### config.mk
export PLATFORM = sky130hd
export DESIGN_NAME = touch_event_report_encoder_core
export DESIGN_NICKNAME = d
export VERILOG_FILES = /design/src/rtl/tere_pkg.sv /design/src/rtl/tere_event.sv /design/src/rtl/tere_msg_emit.sv /design/src/rtl/touch_event_report_encoder_core.sv
export SDC_FILE = /design/constraint.sdc
export NUM_CORES = 1
export LEC_CHECK = 0
export BUFFER_PORTS_ARGS = -buffer_cell sky130_fd_sc_hd__buf_2
export CAP_MARGIN = 20
export CORE_UTILIZATION = 46
export CTS_CLUSTER_SIZE = 12
export DETAILED_ROUTE_END_ITERATION = 8
export HOLD_SLACK_MARGIN = 0.03
export PLACE_DENSITY = 0.63
export SYNTH_ARGS = -nofsm -noshare
export SYNTH_HDL_FRONTEND = slang
export SYNTH_SLANG_ARGS = --single-unit
export TNS_END_PERCENT = 5
### constraint.sdc
create_clock -name clk -period 14.2 [get_ports clk]
set_input_delay 0.71 -clock clk [delete_from_list [all_inputs] [get_ports clk]]
set_output_delay 0.71 -clock clk [all_outputs]
set_load 0.01 [all_outputs]
### src/rtl/tere_pkg.sv
// Shared types and constants for the touch event report encoder.
// No dependencies; imported by every module of the block.
`default_nettype none

package tere_pkg;

    localparam int IN_W   = 86;
    localparam int POS_W  = 14;
    localparam int TS_W   = 63;
    localparam int CFG_IW = 2;

    localparam logic [4:0] CMD_SYNC = 5'd0;
    localparam logic [4:0] CMD_KEY  = 5'd1;
    localparam logic [4:0] CMD_ABS  = 5'd3;

    localparam logic [9:0] AXIS_X = 10'd0;
    localparam logic [9:0] AXIS_Y = 10'd1;

    localparam logic [CFG_IW-1:0] REG_WIDTH  = 2'd0;
    localparam logic [CFG_IW-1:0] REG_HEIGHT = 2'd1;

    localparam logic [POS_W-1:0] WIDTH_RST  = 14'd800;
    localparam logic [POS_W-1:0] HEIGHT_RST = 14'd480;

    localparam logic [1:0] ACT_DOWN = 2'd0;
    localparam logic [1:0] ACT_UP   = 2'd1;
    localparam logic [1:0] ACT_MOVE = 2'd2;

    localparam logic [2:0] HDR_LAST = 3'd6;

    typedef struct packed {
        logic [TS_W-1:0]  ts;
        logic [POS_W-1:0] x;
        logic [POS_W-1:0] y;
        logic [1:0]       action;
    } job_t;

    typedef enum logic [3:0] {
        EM_IDLE = 4'b0001,
        EM_HDR  = 4'b0010,
        EM_TS   = 4'b0100,
        EM_BODY = 4'b1000
    } em_state_t;

    function automatic logic [7:0] hdr_byte(input logic [2:0] idx);
        logic [7:0] b;
        case (idx)
            3'd0:    b = 8'h03;
            3'd1:    b = 8'h0b;
            3'd2:    b = 8'h03;
            3'd3:    b = 8'h00;
            3'd4:    b = 8'h80;
            3'd5:    b = 8'h01;
            3'd6:    b = 8'h08;
            default: b = 8'h00;
        endcase
        return b;
    endfunction

endpackage

`default_nettype wire

### src/rtl/tere_event.sv
// Event stage: input register, touch state, position scaling, sync job handoff.
// Depends on tere_pkg.
`default_nettype none

module tere_event
    import tere_pkg::*;
(
    input  wire logic             clk,
    input  wire logic             rst_n,
    input  wire logic             s_tvalid,
    output logic                  s_tready,
    input  wire logic [IN_W-1:0]  s_tdata,
    input  wire logic [POS_W-1:0] screen_width,
    input  wire logic [POS_W-1:0] screen_height,
    output logic                  job_valid,
    input  wire logic             job_ready,
    output job_t                  job
);

    logic             in_valid_reg;
    logic [IN_W-1:0]  in_data_reg;
    logic [POS_W-1:0] x_pos_reg, x_pos_next;
    logic [POS_W-1:0] y_pos_reg, y_pos_next;
    logic             btn_now_reg, btn_now_next;
    logic             btn_before_reg, btn_before_next;
    logic             pending_reg, pending_next;

    logic [4:0]      cmd;
    logic [9:0]      code;
    logic [7:0]      val;
    logic [TS_W-1:0] ts;
    logic            take;

    // value * full / 255, division done as reciprocal steps with one correction
    function automatic logic [POS_W-1:0] scale_pos(input logic [7:0] v,
                                                   input logic [POS_W-1:0] full);
        logic [21:0]      p;
        logic [POS_W-1:0] q1;
        logic [14:0]      r;
        logic [6:0]       q2;
        logic [8:0]       r2;
        logic             c;
        p  = {14'd0, v} * {8'd0, full};
        q1 = p[21:8];
        r  = {7'd0, p[7:0]} + {1'b0, q1};
        q2 = r[14:8];
        r2 = {1'b0, r[7:0]} + {2'd0, q2};
        c  = (r2 >= 9'd255);
        return q1 + {7'd0, q2} + {13'd0, c};
    endfunction

    assign cmd  = in_data_reg[4:0];
    assign code = in_data_reg[14:5];
    assign val  = in_data_reg[22:15];
    assign ts   = in_data_reg[85:23];

    assign job_valid = in_valid_reg && (cmd == CMD_SYNC) && pending_reg;
    assign take      = in_valid_reg && (!job_valid || job_ready);
    assign s_tready  = !in_valid_reg || take;

    always_comb
    begin
        job.ts = ts;
        job.x  = x_pos_reg;
        job.y  = y_pos_reg;
        if (btn_now_reg && !btn_before_reg)
        begin
            job.action = ACT_DOWN;
        end
        else if (!btn_now_reg && btn_before_reg)
        begin
            job.action = ACT_UP;
        end
        else
        begin
            job.action = ACT_MOVE;
        end
    end

    always_comb
    begin
        x_pos_next      = x_pos_reg;
        y_pos_next      = y_pos_reg;
        btn_now_next    = btn_now_reg;
        btn_before_next = btn_before_reg;
        pending_next    = pending_reg;
        if (take)
        begin
            case (cmd)
                CMD_KEY:
                begin
                    btn_now_next = (val != 8'd0);
                    pending_next = 1'b1;
                end
                CMD_ABS:
                begin
                    if (code == AXIS_X)
                    begin
                        x_pos_next   = scale_pos(val, screen_width);
                        pending_next = 1'b1;
                    end
                    else if (code == AXIS_Y)
                    begin
                        y_pos_next   = scale_pos(val, screen_height);
                        pending_next = 1'b1;
                    end
                end
                CMD_SYNC:
                begin
                    if (pending_reg)
                    begin
                        btn_before_next = btn_now_reg;
                        pending_next    = 1'b0;
                    end
                end
                default:
                begin
                end
            endcase
        end
    end

    always_ff @(posedge clk or negedge rst_n)
    begin
        if (!rst_n)
        begin
            in_valid_reg   <= 1'b0;
            x_pos_reg      <= '0;
            y_pos_reg      <= '0;
            btn_now_reg    <= 1'b0;
            btn_before_reg <= 1'b0;
            pending_reg    <= 1'b0;
        end
        else
        begin
            if (s_tready)
            begin
                in_valid_reg <= s_tvalid;
            end
            x_pos_reg      <= x_pos_next;
            y_pos_reg      <= y_pos_next;
            btn_now_reg    <= btn_now_next;
            btn_before_reg <= btn_before_next;
            pending_reg    <= pending_next;
        end
    end

    always_ff @(posedge clk)
    begin
        if (s_tready && s_tvalid)
        begin
            in_data_reg <= s_tdata;
        end
    end

endmodule

`default_nettype wire

### src/rtl/tere_msg_emit.sv
// Message sequencer: header, timestamp varint, body bytes; output register.
// Depends on tere_pkg.
`default_nettype none

module tere_msg_emit
    import tere_pkg::*;
(
    input  wire logic       clk,
    input  wire logic       rst_n,
    input  wire logic       job_valid,
    output logic            job_ready,
    input  wire job_t       job,
    output logic            m_tvalid,
    input  wire logic       m_tready,
    output logic [7:0]      m_tdata,
    output logic            m_tlast
);

    em_state_t       state_reg, state_next;
    logic [2:0]      hdr_cnt_reg, hdr_cnt_next;
    logic [4:0]      body_left_reg, body_left_next;
    logic [TS_W-1:0] ts_reg, ts_next;
    logic [127:0]    body_reg, body_next;
    logic            out_valid_reg, out_valid_next;
    logic [7:0]      out_byte_reg, out_byte_next;
    logic            out_last_reg, out_last_next;

    logic         out_free;
    logic         ts_more;
    logic         x_two, y_two;
    logic [7:0]   adj;
    logic [39:0]  head40;
    logic [47:0]  tail48;
    logic [127:0] body_load;

    assign out_free  = !out_valid_reg || m_tready;
    assign job_ready = (state_reg == EM_IDLE);
    assign ts_more   = |ts_reg[TS_W-1:7];

    assign x_two  = |job.x[13:7];
    assign y_two  = |job.y[13:7];
    assign adj    = 8'd2 + {7'd0, x_two} + {7'd0, y_two};
    assign head40 = {8'h08, 8'h04 + adj, 8'h0a, 8'h0a + adj, 8'h1a};
    assign tail48 = {6'd0, job.action, 8'h18, 8'h00, 8'h10, 8'h00, 8'h18};

    always_comb
    begin
        case ({x_two, y_two})
            2'b00: body_load = {16'd0, tail48, 1'b0, job.y[6:0], 8'h10,
                                1'b0, job.x[6:0], head40};
            2'b10: body_load = {8'd0, tail48, 1'b0, job.y[6:0], 8'h10,
                                1'b0, job.x[13:7], 1'b1, job.x[6:0], head40};
            2'b01: body_load = {8'd0, tail48, 1'b0, job.y[13:7], 1'b1, job.y[6:0],
                                8'h10, 1'b0, job.x[6:0], head40};
            default: body_load = {tail48, 1'b0, job.y[13:7], 1'b1, job.y[6:0], 8'h10,
                                  1'b0, job.x[13:7], 1'b1, job.x[6:0], head40};
        endcase
    end

    always_comb
    begin
        state_next     = state_reg;
        hdr_cnt_next   = hdr_cnt_reg;
        body_left_next = body_left_reg;
        ts_next        = ts_reg;
        body_next      = body_reg;
        out_valid_next = out_valid_reg;
        out_byte_next  = out_byte_reg;
        out_last_next  = out_last_reg;
        if (out_free)
        begin
            out_valid_next = 1'b0;
        end
        case (state_reg)
            EM_IDLE:
            begin
                if (job_valid)
                begin
                    state_next     = EM_HDR;
                    hdr_cnt_next   = 3'd0;
                    ts_next        = job.ts;
                    body_next      = body_load;
                    body_left_next = 5'd14 + {4'd0, x_two} + {4'd0, y_two};
                end
            end
            EM_HDR:
            begin
                if (out_free)
                begin
                    out_valid_next = 1'b1;
                    out_byte_next  = hdr_byte(hdr_cnt_reg);
                    out_last_next  = 1'b0;
                    hdr_cnt_next   = hdr_cnt_reg + 3'd1;
                    if (hdr_cnt_reg == HDR_LAST)
                    begin
                        state_next = EM_TS;
                    end
                end
            end
            EM_TS:
            begin
                if (out_free)
                begin
                    out_valid_next = 1'b1;
                    out_byte_next  = {ts_more, ts_reg[6:0]};
                    out_last_next  = 1'b0;
                    ts_next        = {7'd0, ts_reg[TS_W-1:7]};
                    if (!ts_more)
                    begin
                        state_next = EM_BODY;
                    end
                end
            end
            EM_BODY:
            begin
                if (out_free)
                begin
                    out_valid_next = 1'b1;
                    out_byte_next  = body_reg[7:0];
                    out_last_next  = (body_left_reg == 5'd1);
                    body_next      = {8'd0, body_reg[127:8]};
                    body_left_next = body_left_reg - 5'd1;
                    if (body_left_reg == 5'd1)
                    begin
                        state_next = EM_IDLE;
                    end
                end
            end
            default:
            begin
                state_next = EM_IDLE;
            end
        endcase
    end

    always_ff @(posedge clk or negedge rst_n)
    begin
        if (!rst_n)
        begin
            state_reg     <= EM_IDLE;
            out_valid_reg <= 1'b0;
        end
        else
        begin
            state_reg     <= state_next;
            out_valid_reg <= out_valid_next;
        end
    end

    always_ff @(posedge clk)
    begin
        hdr_cnt_reg   <= hdr_cnt_next;
        body_left_reg <= body_left_next;
        ts_reg        <= ts_next;
        body_reg      <= body_next;
        out_byte_reg  <= out_byte_next;
        out_last_reg  <= out_last_next;
    end

    assign m_tvalid = out_valid_reg;
    assign m_tdata  = out_byte_reg;
    assign m_tlast  = out_last_reg;

endmodule

`default_nettype wire

### src/rtl/touch_event_report_encoder_core.sv
// Top level of the touch event report encoder: config registers and wiring.
// Depends on tere_pkg, tere_event, tere_msg_emit.
//
// Usage:
//   Input stream (s_*): one event per request. Key and absolute-axis events
//   update the held button level or scaled position; a sync event with an
//   update pending produces one touch message on the output stream.
//   Output stream (m_*): one message byte per request, m_tlast on the final
//   byte. A message is 22 to 32 bytes long.
//   Config channel (cfg_*): always ready; index 0 screen width, 1 screen
//   height, other indexes ignored. Write only while the block is idle.
// Timing:
//   Non-sync events are taken at one per cycle while no sync waits in the
//   input register. A sync event sits in the input register from its
//   request edge until the idle message sequencer takes it; its bytes
//   then pass through the output register onto m_tdata. The sequencer
//   sends one byte per cycle while m_tready does not stall it, and takes
//   no new message until the last byte of the current one is sent; a sync
//   that arrives meanwhile waits in the input register and holds s_tready low.
// Reset and stall:
//   Reset clears the position, button levels and pending mark and loads the
//   screen size defaults of 800 by 480. When m_tready is low the output
//   byte holds and the sequencer pauses; events keep being taken until a
//   second sync needs the sequencer.
`default_nettype none

module touch_event_report_encoder_core
    import tere_pkg::*;
(
    input  wire logic              clk,
    input  wire logic              rst_n,
    input  wire logic              s_tvalid,
    output logic                   s_tready,
    input  wire logic [87:0]       s_tdata,   // cmd[4:0], event_code[14:5],
                                              // event_value[22:15],
                                              // timestamp_ns[85:23], zero pad
    output logic                   m_tvalid,
    input  wire logic              m_tready,
    output logic [7:0]             m_tdata,   // out_byte[7:0]
    output logic                   m_tlast,
    input  wire logic              cfg_valid,
    output logic                   cfg_ready,
    input  wire logic [CFG_IW-1:0] cfg_index,
    input  wire logic [POS_W-1:0]  cfg_data
);

    logic [POS_W-1:0] width_reg;
    logic [POS_W-1:0] height_reg;
    logic             job_valid;
    logic             job_ready;
    job_t             job;

    assign cfg_ready = 1'b1;

    always_ff @(posedge clk or negedge rst_n)
    begin
        if (!rst_n)
        begin
            width_reg  <= WIDTH_RST;
            height_reg <= HEIGHT_RST;
        end
        else if (cfg_valid)
        begin
            if (cfg_index == REG_WIDTH)
            begin
                width_reg <= cfg_data;
            end
            else if (cfg_index == REG_HEIGHT)
            begin
                height_reg <= cfg_data;
            end
        end
    end

    tere_event u_event (
        .clk           (clk),
        .rst_n         (rst_n),
        .s_tvalid      (s_tvalid),
        .s_tready      (s_tready),
        .s_tdata       (s_tdata[IN_W-1:0]),
        .screen_width  (width_reg),
        .screen_height (height_reg),
        .job_valid     (job_valid),
        .job_ready     (job_ready),
        .job           (job)
    );

    tere_msg_emit u_emit (
        .clk       (clk),
        .rst_n     (rst_n),
        .job_valid (job_valid),
        .job_ready (job_ready),
        .job       (job),
        .m_tvalid  (m_tvalid),
        .m_tready  (m_tready),
        .m_tdata   (m_tdata),
        .m_tlast   (m_tlast)
    );

endmodule

`default_nettype wire

== Yosys cells after proc, flatten, opt, wreduce, memory -nomap -nowiden ==
Cells that the tools add are included.
Operators by class
  add/subtract/negate cells: 16
  multipliers: 2
  order comparisons: 2
  equality and inequality tests: 25
  mux-type cells: 37
  bitwise logic cells: 2
  reductions and logical operators: 45
Operators with widths (number)
  case mux 122 bit (3 select lines): 1
  2-to-1 mux 128 bit: 2
  case mux 128 bit (2 select lines): 1
  2-to-1 mux 63 bit: 2
  case mux 63 bit (2 select lines): 1
  OR reduction 56 bit: 1
  multiplier 8 x 14 -> 22 bit: 2
  case mux 8 bit (5 select lines): 1
  adder 8 x 14 -> 15 bit: 2
  adder 14 x 1 -> 14 bit: 2
  adder 14 x 7 -> 14 bit: 2
  2-to-1 mux 4 bit: 7
  2-to-1 mux 8 bit: 3
  case mux 8 bit (3 select lines): 1
  AND reduction 3 bit: 8
  adder 8 x 7 -> 9 bit: 2
  greater-or-equal comparator 9 x 8 -> 1 bit (second input constant): 2
  case mux 4 bit (4 select lines): 1
  inequality test 2 x 1 -> 1 bit (second input constant): 7
  OR reduction 7 bit: 2
  equality test 10 x 1 -> 1 bit (second input constant): 1
  equality test 5 x 1 -> 1 bit (second input constant): 2
  zero test 10 bit: 1
  2-to-1 mux 5 bit: 2
  other kinds (42): 73
Storage, ports and cells
  flip-flop bits (word level): 359
  bits of input ports: 109
  output and inout port bits: 12
  logic and storage cells: 146

== Longest topological paths before layout ==
Gate-level depths: netlist of the first run.
  depth after elaboration: 8
  gate-level depth with buffers: 44
  mapped depth without buffers: 42

== By module ==
A second synthesis of the first run with hierarchy kept.
Second synthesis, totals
  cells, all modules: 2222
  area total of the unflattened synthesis: 23487.5 um2
Modules (own cells, without submodules)
  tere_event: times used 1, cells an instance 1497, area each 14361.3 um2, seq. area each 3383.2 um2
  tere_msg_emit: times used 1, cells an instance 663, area each 8032.7 um2, seq. area each 5471.5 um2
  touch_event_report_encoder_core: times used 1, cells an instance 62, area each 1093.5 um2, seq. area each 709.4 um2

== Worst setup path after synthesis of the first run ==
Ideal clock, no wire load.
  path kind: register to register
  start: reg u_event.in_data_reg[22]
  end: reg u_event.x_pos_reg[8]
  library setup time: 0.092 ns
  arrival time: 10.019 ns
  data required time: 14.108 ns
  slack: 4.089 ns
  cell stages (with the launch flop): 37
  path buffers: 4
  period minus slack after synthesis: 10.111 ns
  path through: edfxtp_1 clkbuf_1 clkbuf_1 nand2_1 fa_1 fa_1 inv_1 fa_1 inv_1 fa_1 inv_1 ha_1 buf_6 a211o_1 a31oi_4 nor4_1 a2111oi_2 xnor2_1 clkbuf_1 ha_1 or3_1 o21ai_1 xnor2_1 ha_1 inv_1 fa_1 o41ai_1 a31oi_1 o21ai_0 a31oi_1 fa_1 fa_1 maj3_2 maj3_2 a2111o_1 and3_1 o31ai_2
On the way
  word-level cells in the longest chain between the ends: 5
RTL lines
  start: declaration: RTL line tere_event.sv:21  | logic [IN_W-1:0] in_data_reg;
  start signal: assignment: RTL line tere_event.sv:152  | in_data_reg <= s_tdata;
  multiplier 8 x 14 -> 22 bit *: RTL line tere_event.sv:43  | p = {14'd0, v} * {8'd0, full};
  adder 8 x 14 -> 15 bit: RTL line tere_event.sv:45  | r = {7'd0, p[7:0]} + {1'b0, q1};
  adder 8 x 7 -> 9 bit: RTL line tere_event.sv:47  | r2 = {1'b0, r[7:0]} + {2'd0, q2};
  greater-or-equal comparator 9 x 8 -> 1 bit: RTL line tere_event.sv:48  | c = (r2 >= 9'd255);
  adder 14 x 1 -> 14 bit *: RTL line tere_event.sv:49  | return q1 + {7'd0, q2} + {13'd0, c};
  end signal: assignment: RTL line tere_event.sv:140  | x_pos_reg <= x_pos_next;
  end: declaration: RTL line tere_event.sv:22  | logic [POS_W-1:0] x_pos_reg, x_pos_next;
Every way passes the cells marked *; elsewhere a longest branch is shown, timed or not.
A chain may end at the register's enable or synchronous reset.

== Final worst setup path of the first run ==
  start: reg u_event.in_data_reg[17]
  end: reg u_event.y_pos_reg[6]
On the way
  word-level cells in the longest chain between the ends: 5
RTL lines
  multiplier 8 x 14 -> 22 bit *: RTL line tere_event.sv:43
  adder 8 x 14 -> 15 bit: RTL line tere_event.sv:45
  adder 8 x 7 -> 9 bit: RTL line tere_event.sv:47
  greater-or-equal comparator 9 x 8 -> 1 bit: RTL line tere_event.sv:48
  adder 14 x 1 -> 14 bit *: RTL line tere_event.sv:49
  end signal: assignment: RTL line tere_event.sv:141  | y_pos_reg <= y_pos_next;
  end: declaration: RTL line tere_event.sv:23  | logic [POS_W-1:0] y_pos_reg, y_pos_next;
Marks and branches as above.

==> summary.md, run 1 <==
| Metric | Value |
|---|---|
| Global Route Usage Sum | `0.204` |
| Fmax | `approximately 91 MHz` |
| Post-Syn Area per Cell | `approximately 11 um2` |
| GPL Wtd Cong | `about 0.9` |
| Most common cell in the netlist | `nand2_1` |
| CP Launch Type | `flip-flop` |
| FP Rows | `81` |
| Setup Skew | `~0.019 ns` |
| CTS tree | `built` |
| Register-to-Register Path Depth | `36` |
| Post-DP HPWL | `approximately 37000 um` |
| Drt total wl | `50000 um` |
| CTS resizes | `0` |
| Core area | `49000 um2` |
| Inserted Clock Buffers | `35` |
| Final Hold Viols | `0` |
| Number of nets in the layout | `approximately 2700` |
| CP Capture Type | `flip-flop` |
| Width of the die | `about 220 um` |
| Initial DRT Pass Iterations | `7` |
| Proportion of layout cells with a drive suffix above 1 | `0.112` |
| RSZ-0062 raised after global routing | `false` |
| Largest net degree at the start of global routing | `just over 90` |
| Final Max Slew Viols | `0` |
| Sink Count | `around 330` |
| Fillers | `around 4400` |
| Sequential-to-total area share from yosys stat | `0.418` |
| Area grow syn2layout | `10.5%` |
| Critical-path maximum fanout | `22` |
| Sum Neg Setup Slack | `0 ns` |
| # DRC | `0` |
| Slowest stage delay, CP | `just under 0.6 ns` |
| DR iter-0 viols | `about 860` |
| Final setup violation count | `0` |
| Via Count | `about 16000` |
| PortBufs | `between 100 and 150` |
| Setup ws final | `~3.3 ns` |
| CP Class | `flip-flop to flip-flop` |
| Hold path depth | `1` |
| Clk slew on worst S/H paths | `~0.060 ns` |
| # IOs | `121` |
| Ys Warns | `0` |
| Initial antenna violation count | `1` |
| Period utilization | `0.770` |
| Commonest cells post-synth | `389 x nand2_1, 264 x edfxtp_1, 217 x inv_1, 169 x and2_1, 152 x fa_1` |
| H-tree Lvls | `2` |
| DR vias/cell | `between 5 and 6` |
| Antenna viol nets, final | `0` |
| EDFF count, synth | `about 260` |
| Routed WL per cell | `about 17 um` |
| FFs w/ async S/R, synth | `0.198` |
| Primary FF master, synth | `edfxtp_1` |
| Root buf cell | `clkbuf_16` |
| Cell taking the most area after synthesis | `edfxtp_1` |
| Library cells used by synthesis | `86` |
| Chip Height | `approximately 220 um` |
| Hold-fix buffers, CTS | `0` |
| Register area | `roughly 9600 um2` |
| R2R Path Start | `u_event.in_data_reg[17]$_DFFE_PP_` |
| Worst EP arrival | `around 11 ns` |
| Synthesis-stage register bit count | `329` |
| Most frequent CP cell | `fa_1` |
| Ranking of synthesized cells by area | `edfxtp_1 35%, fa_1 13%, ha_1 7.1%` |
| Clk_lat worst skew | `between 0.5 and 0.6 ns` |
| Multi-input logic area | `roughly 12000 um2` |
| Hold Crit Class | `input port to flip-flop` |
| Gr ovfl total | `0` |
| First-pass GRT wire length | `83300 um` |
| Initial Utilization | `0.467` |
| Post-CTS Setup Inserts | `0` |
| Critical path's slowest cell | `edfxtp_1` |
| Max reg flops | `around 100` |
| Mapped cell area | `approximately 23000 um2` |
| Fin crit period | `between 10 and 15 ns` |
| Clock Tree Buf Depth | `3` |
| Post-Syn Nets | `~2600` |
| Slew @ Worst Pin | `roughly 1.1 ns` |
| Die Footprint | `roughly 51000 um2` |
| Pre-CTS setup slack | `between 3 and 4 ns` |
| Worst Setup SP | `u_event.in_data_reg[17]$_DFFE_PP_` |
| Critical Path RT | `14.59 ns` |
| Yosys top cell area share | `0.347` |
| Hold path start | `s_tdata[12]` |
| Vias in the first global route | `16500` |
| Max cap viols | `0` |
| Slew HR | `0.297` |
| Syn Inst Count | `about 2200` |
| Status | `completed` |
## placed cells by master (no fill, tap or decap), types with 16 or more instances in the layout
cell type,n
clkbuf_16,35
fa_1,152
mux2_2,28
buf_4,17
nor4_1,27
nor2_1,57
buf_2,117
a21oi_1,63
edfxtp_1,264
nor3_1,29
clkbuf_1,20
xnor2_1,53
xor2_1,28
ha_1,129
and2_1,168
o21ai_0,58
nand2_1,389
and3_1,57
inv_1,217
dfrtp_1,57
a21o_1,28
nand3_1,28
a22o_1,16
## through the flow
step	std cells	instance area, um2	util	hold slack [ns]
after floorplan	2173	22900	-	0.414
after global placement	2884	24100	0.492	0.470
after detailed placement	2886	24100	0.493	0.470
after CTS	2950	25200	0.515	0.320
after global routing	2953	25300	0.516	0.316
final	2954	25300	0.516	0.346
## worst max-delay path, delay by kind of cell, from the launching register on
family	cells	cell delay, ns
buffers and inverters	3	0.36
and+or+nand+nor	6	0.93
xor gates and xnor gates	3	1.08
DFF	1	0.59
AOI/OAI and AO/OA	12	2.85
adders and majority gates	12	5.02
## area by class of cell
cell class / instances / area share
clock buffers: 58 / 0.0393
clock inverters: 6 / 0.00297
inverters: 217 / 0.0322
diodes: 1 / 0.0000990
multi-input cells: 1540 / 0.482
repair buffers: 139 / 0.0324
flip-flops and latches: 329 / 0.378
well taps: 664 / 0.0329
## worst paths after layout
check / to / slack (ns)
min reg2reg: u_event.x_pos_reg[0]$_DFFE_PN0P_ / 0.48
min in group asynchronous: width_reg[11]$_DFFE_PN0P_ / 0.36
max: u_event.y_pos_reg[6]$_DFFE_PN0P_ / 3.26
max in group asynchronous: u_emit.state_reg[3]$_DFFE_PN0P_ / 13.24
max reg2reg: u_event.y_pos_reg[6]$_DFFE_PN0P_ / 3.26
min: u_event.in_data_reg[12]$_DFFE_PP_ / 0.35
## kinds of logic (layout without fill, tap and decap cells)
family / after synthesis / in the layout / share of synthesized area
and+or+nand+nor: 839 / 839 / 0.181
DFF: 329 / 329 / 0.418
adders and majority gates: 289 / 289 / 0.207
other: 1 / 2 / 0.000164
buffers and inverters: 304 / 420 / 0.0516
AOI/OAI and AO/OA: 294 / 294 / 0.0910
xor gates and xnor gates: 86 / 86 / 0.0359
muxes: 31 / 31 / 0.0151
## routing by layer
metal | up-vias | share of wire | track usage | wire, um
met5 | - | 0.00020 | 0 | 10
met4 | 2 | 0.021 | 0.0560 | 1060
met3 | 81 | 0.037 | 0.0261 | 1870
met2 | 306 | 0.50 | 0.350 | 24800
met1 | 7921 | 0.45 | 0.272 | 22300
li1 | 7620 | - | - | -
Power of run 1 is not shown: default switching activity piles up to over one toggle a cycle in this logic, so the estimate is an artifact.
==> run 2, diff against run 1 <==
--- a/config.mk
+++ b/config.mk
@@ -5,13 +5,14 @@
 export SDC_FILE = /design/constraint.sdc
 export NUM_CORES = 1
 export LEC_CHECK = 0
+export ABC_AREA = 1
 export BUFFER_PORTS_ARGS = -buffer_cell sky130_fd_sc_hd__buf_2
 export CAP_MARGIN = 20
 export CORE_UTILIZATION = 46
 export CTS_CLUSTER_SIZE = 12
 export DETAILED_ROUTE_END_ITERATION = 8
 export HOLD_SLACK_MARGIN = 0.03
-export PLACE_DENSITY = 0.63
+export PLACE_DENSITY = 0.65
 export SYNTH_ARGS = -nofsm -noshare
 export SYNTH_HDL_FRONTEND = slang
 export SYNTH_SLANG_ARGS = --single-unit
==> constraint.sdc (replaced) <==
create_clock -name clk -period 9.99 [get_ports clk]
set_input_delay 0.4995 -clock clk [delete_from_list [all_inputs] [get_ports clk]]
set_output_delay 0.4995 -clock clk [all_outputs]
set_load 0.01 [all_outputs]
==> summary.md, run 2 <==
| Metric | Value |
|---|---|
| Status | `completed` |
| RSZ-0062 raised after global routing | `false` |
| Syn Inst Count | `2769 (+27%)` |
| Layout Utilization | `0.520 (+0.00374)` |
| Final Hold Viols | `0 (unchanged)` |
| Initial Utilization | `0.470 (+0.00258)` |
| H-tree Lvls | `2 (unchanged)` |
| Critical-path maximum fanout | `13 (-41%)` |
| Max reg flops | `98 (unchanged)` |
| FP Rows | `82 (+1.2%)` |
| Initial DRT Pass Iterations | `6 (-1)` |
| Hold-fix buffers, CTS | `0 (unchanged)` |
| Number of nets in the layout | `3250 (+23%)` |
| Sink Count | `329 (unchanged)` |
| Setup Skew | `0.0225 ns (+0.00340 ns)` |
| R2R Path Start | `u_event.in_data_reg[19]$_DFFE_PP_` |
| EDFF count, synth | `264 (unchanged)` |
| First-pass GRT wire length | `85100 um (+2.2%)` |
| Drt total wl | `51000 um (+2.0%)` |
| WP depth | `48 (+33%)` |
| Routed WL per cell | `14.3 um (-15%)` |
| # IOs | `121 (unchanged)` |
| Global Route Usage Sum | `0.198 (-0.00606)` |
| Initial antenna violation count | `0 (-1)` |
| Ys Warns | `0 (unchanged)` |
| Ranking of synthesized cells by area | `edfxtp_1 33%, fa_1 13%, nand2_1 12%` |
| Top delay family on crit path | `adder cells` |
| Fmax | `108 MHz (+18%)` |
| Commonest cells post-synth | `769 x nand2_1, 586 x inv_1, 264 x edfxtp_1, 152 x fa_1, 135 x nor2_1` |
| Period utilization | `0.929 (+0.159)` |
| Slew HR | `0.387 (+0.0900)` |
| Most frequent cells in the layout | `769 x nand2_1, 584 x inv_1, 264 x edfxtp_1` |
| Slowest stage delay, CP | `0.79 ns (+0.20 ns)` |
| Width of the die | `229 um (+1.9%)` |
| CTS resizes | `0 (unchanged)` |
| Via Count | `17600 (+11%)` |
| Clk_lat worst skew | `0.55 ns (about the same)` |
| Library cells used by synthesis | `53 (-38%)` |
| R2r setup slk | `0.71 ns (-2.56 ns)` |
| Area grow syn2layout | `10.7%` |
| Commonest non-fill, non-tap cell in the layout | `nand2_1` |
| Fin crit period | `9.28 ns (-1.65 ns)` |
| Gr ovfl total | `0 (unchanged)` |
| Fillers | `4672 (+5.8%)` |
| CP Launch Type | `flip-flop` |
| Chip Height | `229 um (+1.9%)` |
| Yosys top cell area share | `0.334 (-0.0130)` |
| Post-Syn Area per Cell | `8.58 um2 (-18%)` |
| Final Max Slew Viols | `0 (unchanged)` |
| Hold Crit Class | `input port to asynchronous set/reset pin` |
| Primary FF master, synth | `edfxtp_1` |
| # DRC | `0 (unchanged)` |
| FFs w/ async S/R, synth | `0.198 (unchanged)` |
| Slew @ Worst Pin | `0.919 ns (-0.135 ns)` |
| Met2 global-route usage | `0.344 (-0.00583)` |
| GPL Wtd Cong | `0.884 (+0.68%)` |
| Sum Neg Setup Slack | `0 ns (unchanged)` |
| Crit path buffers/inverters | `9 (+6)` |
| Root buf cell | `clkbuf_16` |
| Worst flop-to-flop path endpoint | `u_event.x_pos_reg[8]$_DFFE_PN0P_` |
| CP Capture Type | `flip-flop` |
| Mapped cell area | `23800 um2 (+3.9%)` |
| Proportion of layout cells with a drive suffix above 1 | `0.109 (-0.00250)` |
| Largest net degree at the start of global routing | `85 (-7.6%)` |
| Clk slew on worst S/H paths | `0.06 ns (about the same)` |
| Sequential-to-total area share from yosys stat | `0.403 (-0.0157)` |
| Post-DP HPWL | `38500 um (+5.1%)` |
| Worst EP arrival | `9.74 ns (-1.59 ns)` |
| Critical Path RT | `10.45 ns (-4.14 ns)` |
| Max cap viols | `0 (unchanged)` |
| Most used routing layer | `met2` |
| Most frequent CP cell | `nand2_1` |
| GR met1 Demand/Resource | `0.260 (-0.0120)` |
| DR vias/cell | `4.95 (-8.1%)` |
| Antenna viol nets, final | `0 (unchanged)` |
| Ant diodes | `0 (-1)` |
| Most common cell in the netlist | `nand2_1` |
| Post-Syn Nets | `3159 (+23%)` |
| Die Footprint | `52600 um2 (+3.9%)` |
| Vias in the first global route | `17700 (+7.5%)` |
| Core area | `50600 um2 (+3.3%)` |
| Critical path's slowest cell | `edfxtp_1` |
| CP Class | `flip-flop to flip-flop` |
| Final setup violation count | `0 (unchanged)` |
| Cell taking the most area after synthesis | `edfxtp_1` |
| CTS tree | `built` |
| DR iter-0 viols | `1082 (+25%)` |
| PortBufs | `117 (unchanged)` |
| Inserted Clock Buffers | `38 (+8.6%)` |
| Synthesis-stage register bit count | `329 (unchanged)` |
| Clock Tree Buf Depth | `3 (unchanged)` |
| Register-to-Register Path Depth | `48 (+33%)` |
| GR Util met3 | `0.0288 (+0.00268)` |
run 2: changes by cell type after synthesis, sizes merged, moves of 22 or more:
cell,before,now
nand2,390,813
inv,217,597
and2,169,5
nand3,29,150
nor2,57,146
and3,58,0
o21ai,65,107
xnor2,53,13
mux2,28,0
a21o,28,6
run 2: how the worst max path moves through the flow:
| stage | startpoint | to |
|---|---|---|
| 2_1_floorplan | u_event.in_data_reg[17]$_DFFE_PP_ | u_event.y_pos_reg[10]$_DFFE_PN0P_ |
| 3_3_place_gp | u_event.in_data_reg[17]$_DFFE_PP_ | u_event.x_pos_reg[6]$_DFFE_PN0P_ |
| 3_5_place_dp | u_event.in_data_reg[17]$_DFFE_PP_ | u_event.x_pos_reg[6]$_DFFE_PN0P_ |
| 4_1_cts | u_event.in_data_reg[17]$_DFFE_PP_ | u_event.x_pos_reg[8]$_DFFE_PN0P_ |
| 5_1_grt | u_event.in_data_reg[19]$_DFFE_PP_ | u_event.x_pos_reg[10]$_DFFE_PN0P_ |
| 6_report | u_event.in_data_reg[19]$_DFFE_PP_ | u_event.x_pos_reg[8]$_DFFE_PN0P_ |
run 2: logic make-up after synthesis:
kind of cell             after synthesis  synth area share
AND/OR/NAND/NOR                     1205             0.224
buffers and inverters                689             0.110
adder cells (fa/ha/maj)              281             0.196
XOR/XNOR                              44            0.0169
AO/OA/AOI/OAI                        220            0.0513
other                                  1          0.000158
flip-flops                           329             0.403
run 2: timing repair:
item,CTS,global route
hold endpoints to repair,0,0
setup buffers,0,2
setup endpoints to repair,0,3
run 2: layout make-up:
type / count / area (um2) / share of cell area
repair buffers: 141 / 808 / 0.0307
inverters: 599 / 2250 / 0.0855
clock buffers: 54 / 1040 / 0.0396
clock inverters: 16 / 163 / 0.00618
flip-flops and latches: 329 / 9560 / 0.364
multi-input cells: 1751 / 11600 / 0.442
well taps: 672 / 841 / 0.0320
run 2: metal layers:
metal,wire (um),vias up,part of all wire
met1,22900,8477,0.45
met4,838,0,0.016
met5,0,-,0
li1,-,8793,-
met3,2050,62,0.040
met2,25200,315,0.49
run 2: stage by stage:
step | setup WS (ns) | hold WS [ns] | std cells | instance area (um2)
final | 0.705 | 0.0691 | 3562 | 26300
after global routing | 0.108 | 0.0869 | 3562 | 26300
after CTS | 0.668 | 0.0860 | 3559 | 26300
after detailed placement | 0.720 | 0.477 | 3489 | 25100
after global placement | 0.930 | 0.472 | 3488 | 25000
after floorplan | 1.63 | 0.204 | 2769 | 23800
Power of run 2 is left out for the same reason.
